File: src/design/button_debounce_hold_repeat_core_macros.svh
// Assertion macros shared by the debouncer RTL.
// Define ASSERT_OFF to compile the checks out.
`ifndef BUTTON_DEBOUNCE_HOLD_REPEAT_CORE_MACROS_SVH
`define BUTTON_DEBOUNCE_HOLD_REPEAT_CORE_MACROS_SVH
`ifndef ASSERT_OFF
// Checked at every rising edge outside reset.
`define BDHR_ASSERT(lbl, clk, rst, prop) \
  lbl: assert property (@(posedge clk) disable iff (rst) prop) \
    else $error("bdhr assertion failed");
// Checked at every rising edge, reset included.
`define BDHR_ASSERT_ALWAYS(lbl, clk, prop) \
  lbl: assert property (@(posedge clk) prop) \
    else $error("bdhr assertion failed");
`else
`define BDHR_ASSERT(lbl, clk, rst, prop)
`define BDHR_ASSERT_ALWAYS(lbl, clk, prop)
`endif
`endif

File: src/design/bdhr_pkg.sv
package bdhr_pkg;

  localparam int SAMPLE_W = 8;
  localparam int TIME_W   = 16;
  localparam int EVENT_W  = 3;
  localparam int CFG_IDX_W  = 2;
  localparam int CFG_DATA_W = 16;

  localparam logic [SAMPLE_W-1:0] SAMPLE_PERIOD_RST = 8'd10;
  localparam logic [TIME_W-1:0]   HOLD_TIME_RST     = 16'd1000;
  localparam logic [TIME_W-1:0]   REPEAT_TIME_RST   = 16'd200;

  typedef enum logic [EVENT_W-1:0] {
    EV_NONE    = 3'd0,
    EV_PRESS   = 3'd1,
    EV_RELEASE = 3'd2,
    EV_HOLD    = 3'd3,
    EV_REPEAT  = 3'd4
  } ev_code_t;

  typedef enum logic [CFG_IDX_W-1:0] {
    CFG_SAMPLE_PERIOD = 2'd0,
    CFG_HOLD_TIME     = 2'd1,
    CFG_REPEAT_TIME   = 2'd2
  } cfg_idx_t;

  typedef struct packed {
    logic [SAMPLE_W-1:0] sample_period;
    logic [TIME_W-1:0]   hold_time;
    logic [TIME_W-1:0]   repeat_time;
  } bdhr_cfg_t;

  typedef struct packed {
    ev_code_t code;
    logic     down;
    logic     held;
  } bdhr_result_t;

endpackage

File: src/design/bdhr_cfg.sv
module bdhr_cfg (
  input  logic                                clk,
  input  logic                                rst,
  input  logic                                cfg_write,
  input  logic [bdhr_pkg::CFG_IDX_W-1:0]      cfg_index,
  input  logic [bdhr_pkg::CFG_DATA_W-1:0]     cfg_data,
  output bdhr_pkg::bdhr_cfg_t                 cfg
);
  import bdhr_pkg::*;

  // Register file; writes to unknown indexes are dropped.
  always_ff @(posedge clk) begin
    if (rst) begin
      cfg.sample_period <= SAMPLE_PERIOD_RST;
      cfg.hold_time     <= HOLD_TIME_RST;
      cfg.repeat_time   <= REPEAT_TIME_RST;
    end else if (cfg_write) begin
      unique case (cfg_index)
        CFG_SAMPLE_PERIOD: cfg.sample_period <= cfg_data[SAMPLE_W-1:0];
        CFG_HOLD_TIME:     cfg.hold_time     <= cfg_data[TIME_W-1:0];
        CFG_REPEAT_TIME:   cfg.repeat_time   <= cfg_data[TIME_W-1:0];
        default: ;
      endcase
    end
  end

endmodule

File: src/design/bdhr_update.sv
module bdhr_update #(
  parameter int INTEGRATOR_LIMIT = 5,
  parameter int PRESS_THRESHOLD  = 3
) (
  input  logic                    clk,
  input  logic                    rst,
  input  bdhr_pkg::bdhr_cfg_t     cfg,
  input  logic                    fire,
  input  logic                    raw,
  output bdhr_pkg::bdhr_result_t  result
);
  import bdhr_pkg::*;

  localparam int INT_W = $clog2(INTEGRATOR_LIMIT + 1);
  localparam logic [INT_W-1:0]    INT_MAX    = INT_W'(INTEGRATOR_LIMIT);
  localparam logic [SAMPLE_W-1:0] SAMPLE_SAT = '1;
  localparam logic [TIME_W-1:0]   TIME_SAT   = '1;

  logic [SAMPLE_W-1:0] sample_elapsed, sample_elapsed_next, sample_inc;
  logic [INT_W-1:0]    integrator, integrator_next, integ_step;
  logic                down_flag, down_flag_next;
  logic                hold_flag, hold_flag_next;
  logic [TIME_W-1:0]   event_elapsed, event_elapsed_next, event_inc;
  logic                sample;
  logic                now_down;
  ev_code_t            ev;

  // Saturating elapsed counters and the sampling decision.
  always_comb begin
    sample_inc = (sample_elapsed == SAMPLE_SAT) ? sample_elapsed : sample_elapsed + 1'b1;
    event_inc  = (event_elapsed == TIME_SAT) ? event_elapsed : event_elapsed + 1'b1;
    sample     = sample_inc >= cfg.sample_period;
  end

  // Integrator step, bounded at zero and at the limit.
  always_comb begin
    if (raw) begin
      integ_step = (integrator < INT_MAX) ? integrator + 1'b1 : INT_MAX;
    end else begin
      integ_step = (integrator != '0) ? integrator - 1'b1 : integrator;
    end
    now_down = int'(integ_step) >= PRESS_THRESHOLD;
  end

  // Event selection on a sampling tick.
  always_comb begin
    ev = EV_NONE;
    if (sample) begin
      if (down_flag) begin
        if (!now_down) begin
          ev = EV_RELEASE;
        end else if (hold_flag) begin
          if (event_inc >= cfg.repeat_time) ev = EV_REPEAT;
        end else if (event_inc >= cfg.hold_time) begin
          ev = EV_HOLD;
        end
      end else if (now_down) begin
        ev = EV_PRESS;
      end
    end
  end

  // Next state.
  always_comb begin
    sample_elapsed_next = sample ? '0 : sample_inc;
    integrator_next     = sample ? integ_step : integrator;
    down_flag_next      = sample ? now_down : down_flag;
    event_elapsed_next  = (ev != EV_NONE) ? '0 : event_inc;
    hold_flag_next      = hold_flag;
    if (ev == EV_HOLD) hold_flag_next = 1'b1;
    if (sample && !now_down) hold_flag_next = 1'b0;
  end

  always_ff @(posedge clk) begin
    if (rst) begin
      sample_elapsed <= '0;
      integrator     <= '0;
      down_flag      <= 1'b0;
      hold_flag      <= 1'b0;
      event_elapsed  <= '0;
    end else if (fire) begin
      sample_elapsed <= sample_elapsed_next;
      integrator     <= integrator_next;
      down_flag      <= down_flag_next;
      hold_flag      <= hold_flag_next;
      event_elapsed  <= event_elapsed_next;
    end
  end

  assign result.code = ev;
  assign result.down = down_flag_next;
  assign result.held = hold_flag_next;

endmodule

File: src/design/bdhr_out_fifo.sv
module bdhr_out_fifo (
  input  logic                    clk,
  input  logic                    rst,
  input  logic                    push,
  input  bdhr_pkg::bdhr_result_t  push_data,
  output logic                    full,
  output logic                    out_valid,
  input  logic                    out_stall,
  output bdhr_pkg::bdhr_result_t  head
);
  import bdhr_pkg::*;

  bdhr_result_t slots [2];
  logic         wr_ptr, rd_ptr;
  logic [1:0]   count;
  logic         pop;

  // Two-entry result buffer so the update stage keeps running while a beat waits.
  assign pop       = out_valid && !out_stall;
  assign out_valid = count != 2'd0;
  assign full      = count == 2'd2;
  assign head      = slots[rd_ptr];

  always_ff @(posedge clk) begin
    if (push) slots[wr_ptr] <= push_data;
  end

  always_ff @(posedge clk) begin
    if (rst) begin
      wr_ptr <= 1'b0;
      rd_ptr <= 1'b0;
      count  <= 2'd0;
    end else begin
      if (push) wr_ptr <= ~wr_ptr;
      if (pop)  rd_ptr <= ~rd_ptr;
      count <= count + {1'b0, push} - {1'b0, pop};
    end
  end

endmodule

File: src/design/button_debounce_hold_repeat_core.sv
// Path: a beat accepted into the input register moves on into the result buffer
// and is offered on out_valid from there; it waits while the result buffer is full.
// Throughput: one tick beat per cycle unless the result buffer is full; the debounce
// update is a single registered pass between the input register and the two-entry result buffer.
// Reset (rst, synchronous, active high) clears the integrator, flags, counters
// and pipeline, and restores the period 10, hold 1000 and repeat 200 ticks.
`include "button_debounce_hold_repeat_core_macros.svh"

module button_debounce_hold_repeat_core #(
  parameter int INTEGRATOR_LIMIT = 5,
  parameter int PRESS_THRESHOLD  = 3
) (
  input  logic                             clk,
  input  logic                             rst,
  input  logic                             cfg_write,
  input  logic [bdhr_pkg::CFG_IDX_W-1:0]   cfg_index,
  input  logic [bdhr_pkg::CFG_DATA_W-1:0]  cfg_data,
  input  logic                             in_valid,
  output logic                             in_stall,
  input  logic                             raw_level,
  output logic                             out_valid,
  input  logic                             out_stall,
  output logic [bdhr_pkg::EVENT_W-1:0]     event_code,
  output logic                             is_down,
  output logic                             is_held
);
  import bdhr_pkg::*;

  bdhr_cfg_t    cfg;
  bdhr_result_t result, head;
  logic         in_q_valid, in_q_raw;
  logic         fire, full;

  bdhr_cfg u_cfg (
    .clk       (clk),
    .rst       (rst),
    .cfg_write (cfg_write),
    .cfg_index (cfg_index),
    .cfg_data  (cfg_data),
    .cfg       (cfg)
  );

  // Input register: holds one tick beat until the update stage takes it.
  assign fire     = in_q_valid && !full;
  assign in_stall = in_q_valid && full;

  always_ff @(posedge clk) begin
    if (rst) begin
      in_q_valid <= 1'b0;
    end else if (in_valid && !in_stall) begin
      in_q_valid <= 1'b1;
    end else if (fire) begin
      in_q_valid <= 1'b0;
    end
  end

  always_ff @(posedge clk) begin
    if (in_valid && !in_stall) in_q_raw <= raw_level;
  end

  bdhr_update #(
    .INTEGRATOR_LIMIT (INTEGRATOR_LIMIT),
    .PRESS_THRESHOLD  (PRESS_THRESHOLD)
  ) u_update (
    .clk    (clk),
    .rst    (rst),
    .cfg    (cfg),
    .fire   (fire),
    .raw    (in_q_raw),
    .result (result)
  );

  bdhr_out_fifo u_out (
    .clk       (clk),
    .rst       (rst),
    .push      (fire),
    .push_data (result),
    .full      (full),
    .out_valid (out_valid),
    .out_stall (out_stall),
    .head      (head)
  );

  assign event_code = head.code;
  assign is_down    = head.down;
  assign is_held    = head.held;

  // Hold is only ever reported while the button is down.
  `BDHR_ASSERT(a_held_implies_down, clk, rst, out_valid |-> (!is_held || is_down))
  // A press beat is down and not yet held.
  `BDHR_ASSERT(a_press_state, clk, rst, (out_valid && event_code == EV_PRESS) |-> (is_down && !is_held))
  // A hold beat sets the held state.
  `BDHR_ASSERT(a_hold_sets_held, clk, rst, (out_valid && event_code == EV_HOLD) |-> is_held)
  // A release beat always shows the button up and hold cleared.
  `BDHR_ASSERT(a_release_state, clk, rst, (out_valid && event_code == EV_RELEASE) |-> (!is_down && !is_held))
  // The input side stalls only on a full result buffer.
  `BDHR_ASSERT_ALWAYS(a_stall_when_full, clk, in_stall |-> full)

endmodule
File: config.mk
export PLATFORM = sky130hd
export DESIGN_NAME = button_debounce_hold_repeat_core
export DESIGN_NICKNAME = d
export VERILOG_FILES = /design/src/design/bdhr_pkg.sv /design/src/design/bdhr_cfg.sv /design/src/design/bdhr_update.sv /design/src/design/bdhr_out_fifo.sv /design/src/design/button_debounce_hold_repeat_core.sv
export VERILOG_INCLUDE_DIRS = /design/src /design/src/design
export SDC_FILE = /design/constraint.sdc
export NUM_CORES = 1
export LEC_CHECK = 0
export BUFFER_PORTS_ARGS = -buffer_cell sky130_fd_sc_hd__buf_2
export CORE_ASPECT_RATIO = 1.4
export CORE_MARGIN = 5
export CORE_UTILIZATION = 54
export DETAILED_ROUTE_END_ITERATION = 10
export PLACE_DENSITY = 0.72
export SLEW_MARGIN = 20
export SYNTH_ARGS = -nofsm -noshare
export SYNTH_HDL_FRONTEND = slang
export SYNTH_SLANG_ARGS = --single-unit
File: constraint.sdc
create_clock -name clk -period 9.55 [get_ports clk]
set_input_delay 0.4775 -clock clk [delete_from_list [all_inputs] [get_ports clk]]
set_output_delay 0.4775 -clock clk [all_outputs]
set_load 0.02 [all_outputs]
==> results.sh <==
export IMPL_max_freq_ghz=0.2335
export IMPL_post_dp_hpwl_um=7721
export IMPL_synth_common_cells="86 x nand2_1, 75 x dfxtp_1, 62 x nor2_1"
export IMPL_clkLatencyLatePin_ns=0.34
export IMPL_cts_root_buffer="clkbuf_16"
export IMPL_synth_edf_count=11
export IMPL_cts_tree="yes"
export IMPL_synth_area_per_cell_um2=8.488
export IMPL_end_kind="flip-flop"
export IMPL_yosys_most_used_dff="dfxtp_1"
export IMPL_ioPinCount=31
export IMPL_crit_family="simple AND/OR/NAND/NOR gates"
export IMPL_synth_top_area_share_pct=31.03
export IMPL_synth_area_um2=4838
export IMPL_total_power_mw=0.8765
export IMPL_min_period_ns=4.283
export IMPL_fp_dieH_um=122
export IMPL_seqCellArea_um2=1832
export IMPL_yosys_warnings=0
export IMPL_crit_chain="ha_1 -> and3_1 -> nand3_1 -> nor3_2 -> nor3_1 -> nand2_1 -> nand2_1 -> ha_1 -> nand2_1 -> nor4_2 -> nor4b_2 -> o311ai_4 -> o221ai_2 -> nor2_2 -> a22o_1"
export IMPL_crit_path_top_delay_cell="nor3_2"
export IMPL_gp_congestion=0.8923
export IMPL_clock_sinks=86
export IMPL_yosysTopAreaCell="dfxtp_1"
export IMPL_maxSlewViolCount=0
export IMPL_synth_seq_cells=86
export IMPL_leakage_nw=2.293
export IMPL_rows=41
export IMPL_syn_num_nets=642
export IMPL_num_fill_cells=784
export IMPL_fin_crit_sh_pct=44.84
export IMPL_worstMarginPinSlew_ns=1.103
export IMPL_synth_seq_area_share_pct=37.86
export IMPL_via_per_inst=5.614
export IMPL_cts_resized=0
export IMPL_fp_dieW_um=90
export IMPL_finalWirelength_um=10280
export IMPL_numCtsBuffers=9
export IMPL_grt_pass1_vias=3770
export IMPL_async_flop_share_pct=0
export IMPL_worstPathArrival_ns=4.51
export IMPL_min_path_type="input port to flip-flop"
export IMPL_die_area_um2=10980
export IMPL_startpoint_type="flip-flop"
export IMPL_initial_core_util_pct=54.52
export IMPL_ys_types=59
export IMPL_maxCapViolCount=0
export IMPL_antennaDiodeCount=0
export IMPL_antenna_found_initial=0
export IMPL_layout_drive_gt1_share_pct=12.21
export IMPL_crit_fanout=12
export IMPL_ant_nets=0
export IMPL_first_pass_iters=4
export IMPL_drtIter0Drc=159
export IMPL_critPathBufInv=0
export IMPL_core_region_area_um2=8875
export IMPL_cts_setup_buffers=0
export IMPL_clockBufferDepth=2
export IMPL_synth_cells=570
export IMPL_hold_viol=0
export IMPL_crit_type="flip-flop to flip-flop"
export IMPL_fin_nets=665
export IMPL_outcome="complete, no violations"
export IMPL_synth_most_common_cell="nand2_1"
export IMPL_route_detailed_drc=0
export IMPL_holdBufCountCts=0
export IMPL_finalSetupViolCount=0
export IMPL_area_growth_pct=11.02
export IMPL_critPathRequiredTime_ns=9.78
export IMPL_multi_input_area_um2=2745
export IMPL_rsz0062_at_grt="false"
export IMPL_vdd_drop_max_mv=0.1336
export IMPL_cpMostUsedCell="nand2_1"
export IMPL_wl_per_cell_um=14.58
export IMPL_overflow=0
export IMPL_htreeDepth=3
export IMPL_grt_pass1_wl_um=17340
export IMPL_fin_worst_skew_ns=0.006081
export IMPL_groute_usage_overall_pct=19.25
export IMPL_maxSlewHeadroom_pct=26.17
export IMPL_grt_max_degree=63
export IMPL_port_buffer_count=30
export IMPL_power_density_nw_per_um2=163.2
export IMPL_num_vias=3958
export IMPL_critPathMaxStageDelay_ns=0.63
export IMPL_clk_pin_slew_ns=0.06
export IMPL_yosys_top_cells_area="dfxtp_1 31%, ha_1 12%, edfxtp_1 6.8%"
export IMPL_finalSetupTns_ns=0
==> layout make-up <==
class	count	share of cell area (%)
multi-input cells	415	51.11
flip-flops and latches	86	34.10
clock buffers	12	5.171
repair buffers	32	3.075
well taps	107	2.492
inverters	49	3.424
clock inverters	4	0.6289
==> cell families (layout without fill, tap and decap cells) <==
family,count (synthesis),after routing,share of synthesized area (%)
simple gates,219,219,21.31
buf+inv,69,97,5.586
fa+ha+maj,48,48,12.41
compound gates,121,121,17.33
flops,86,86,37.86
mux,10,10,2.276
xor+xnor,17,17,3.232
==> through the flow <==
stage / setup WS, ns / utilization (%) / hold WS [ns] / cells / instance area (um2)
after floorplan: 6.147 / - / 0.4363 / 570 / 4838
after global placement: 5.182 / 56.92 / 0.4445 / 689 / 5051
after detailed placement: 5.322 / 56.99 / 0.4475 / 689 / 5057
after CTS: 5.315 / 60.50 / 0.3053 / 705 / 5369
after global routing: 4.844 / 60.52 / 0.3071 / 705 / 5371
final: 5.267 / 60.52 / 0.3103 / 705 / 5371
==> placed cells by master (no fill, tap or decap), drive strengths merged, types with 2 or more instances in the layout <==
cell type and n:
a31oi 6, nand2b 8, dfxtp 75, xnor2 12, o21ai 11, clkbuf 12, edfxtp 11, and2 4
buf 32, nand3b 5, nor3b 4, a2bb2oi 2, a22oi 5, a221o 2, nor2 63, o221ai 2
inv 51, a211o 8, nor2b 9, xor2 5, nand4 5, mux2 8, nor3 10, ha 48
a211oi 6, nand2 86, a21oi 54, a22o 12, a21o 4, or2 3, mux2i 2, nand3 10
and3 5
==> sequential cells by signal (all words and copies together) (netlist names), named ones only <==
name and flops:
u_update.event_elapsed 16, u_update.down_flag 1, in_q_valid 1, u_out.count 2
u_update.hold_flag 1, u_out.wr_ptr 1, u_update.sample_elapsed 8, u_out.rd_ptr 1
u_cfg.cfg 40, u_update.integrator 3, in_q_raw 1, u_out.slots 10
==> where the power goes <==
part / switching [mW] / internal (mW)
clock network: 0.145 / 0.209
registers: 0.0120 / 0.385
logic: 0.0739 / 0.0526
==> routing by layer <==
layer | track usage (%) | wire (um) | up-vias
met1 | 23.13 | 4551 | 1856
met3 | 3.644 | 324 | 16
met2 | 33.97 | 5183 | 66
li1 | - | - | 2020
met4 | 7.449 | 217 | 0
met5 | 0 | 0 | -
==> worst paths after layout <==
check	cells after the start	slack, ns	startpoint	endpoint
min	1	0.31	raw_level	in_q_raw
max	15	5.27	u_update.event_elapsed[0]	u_update.event_elapsed[2]
max reg2reg	15	5.27	u_update.event_elapsed[0]	u_update.event_elapsed[2]
min reg2reg	2	0.46	u_cfg.cfg[5]	u_cfg.cfg[5]
Note: power is estimated with default switching activity, not from simulation.
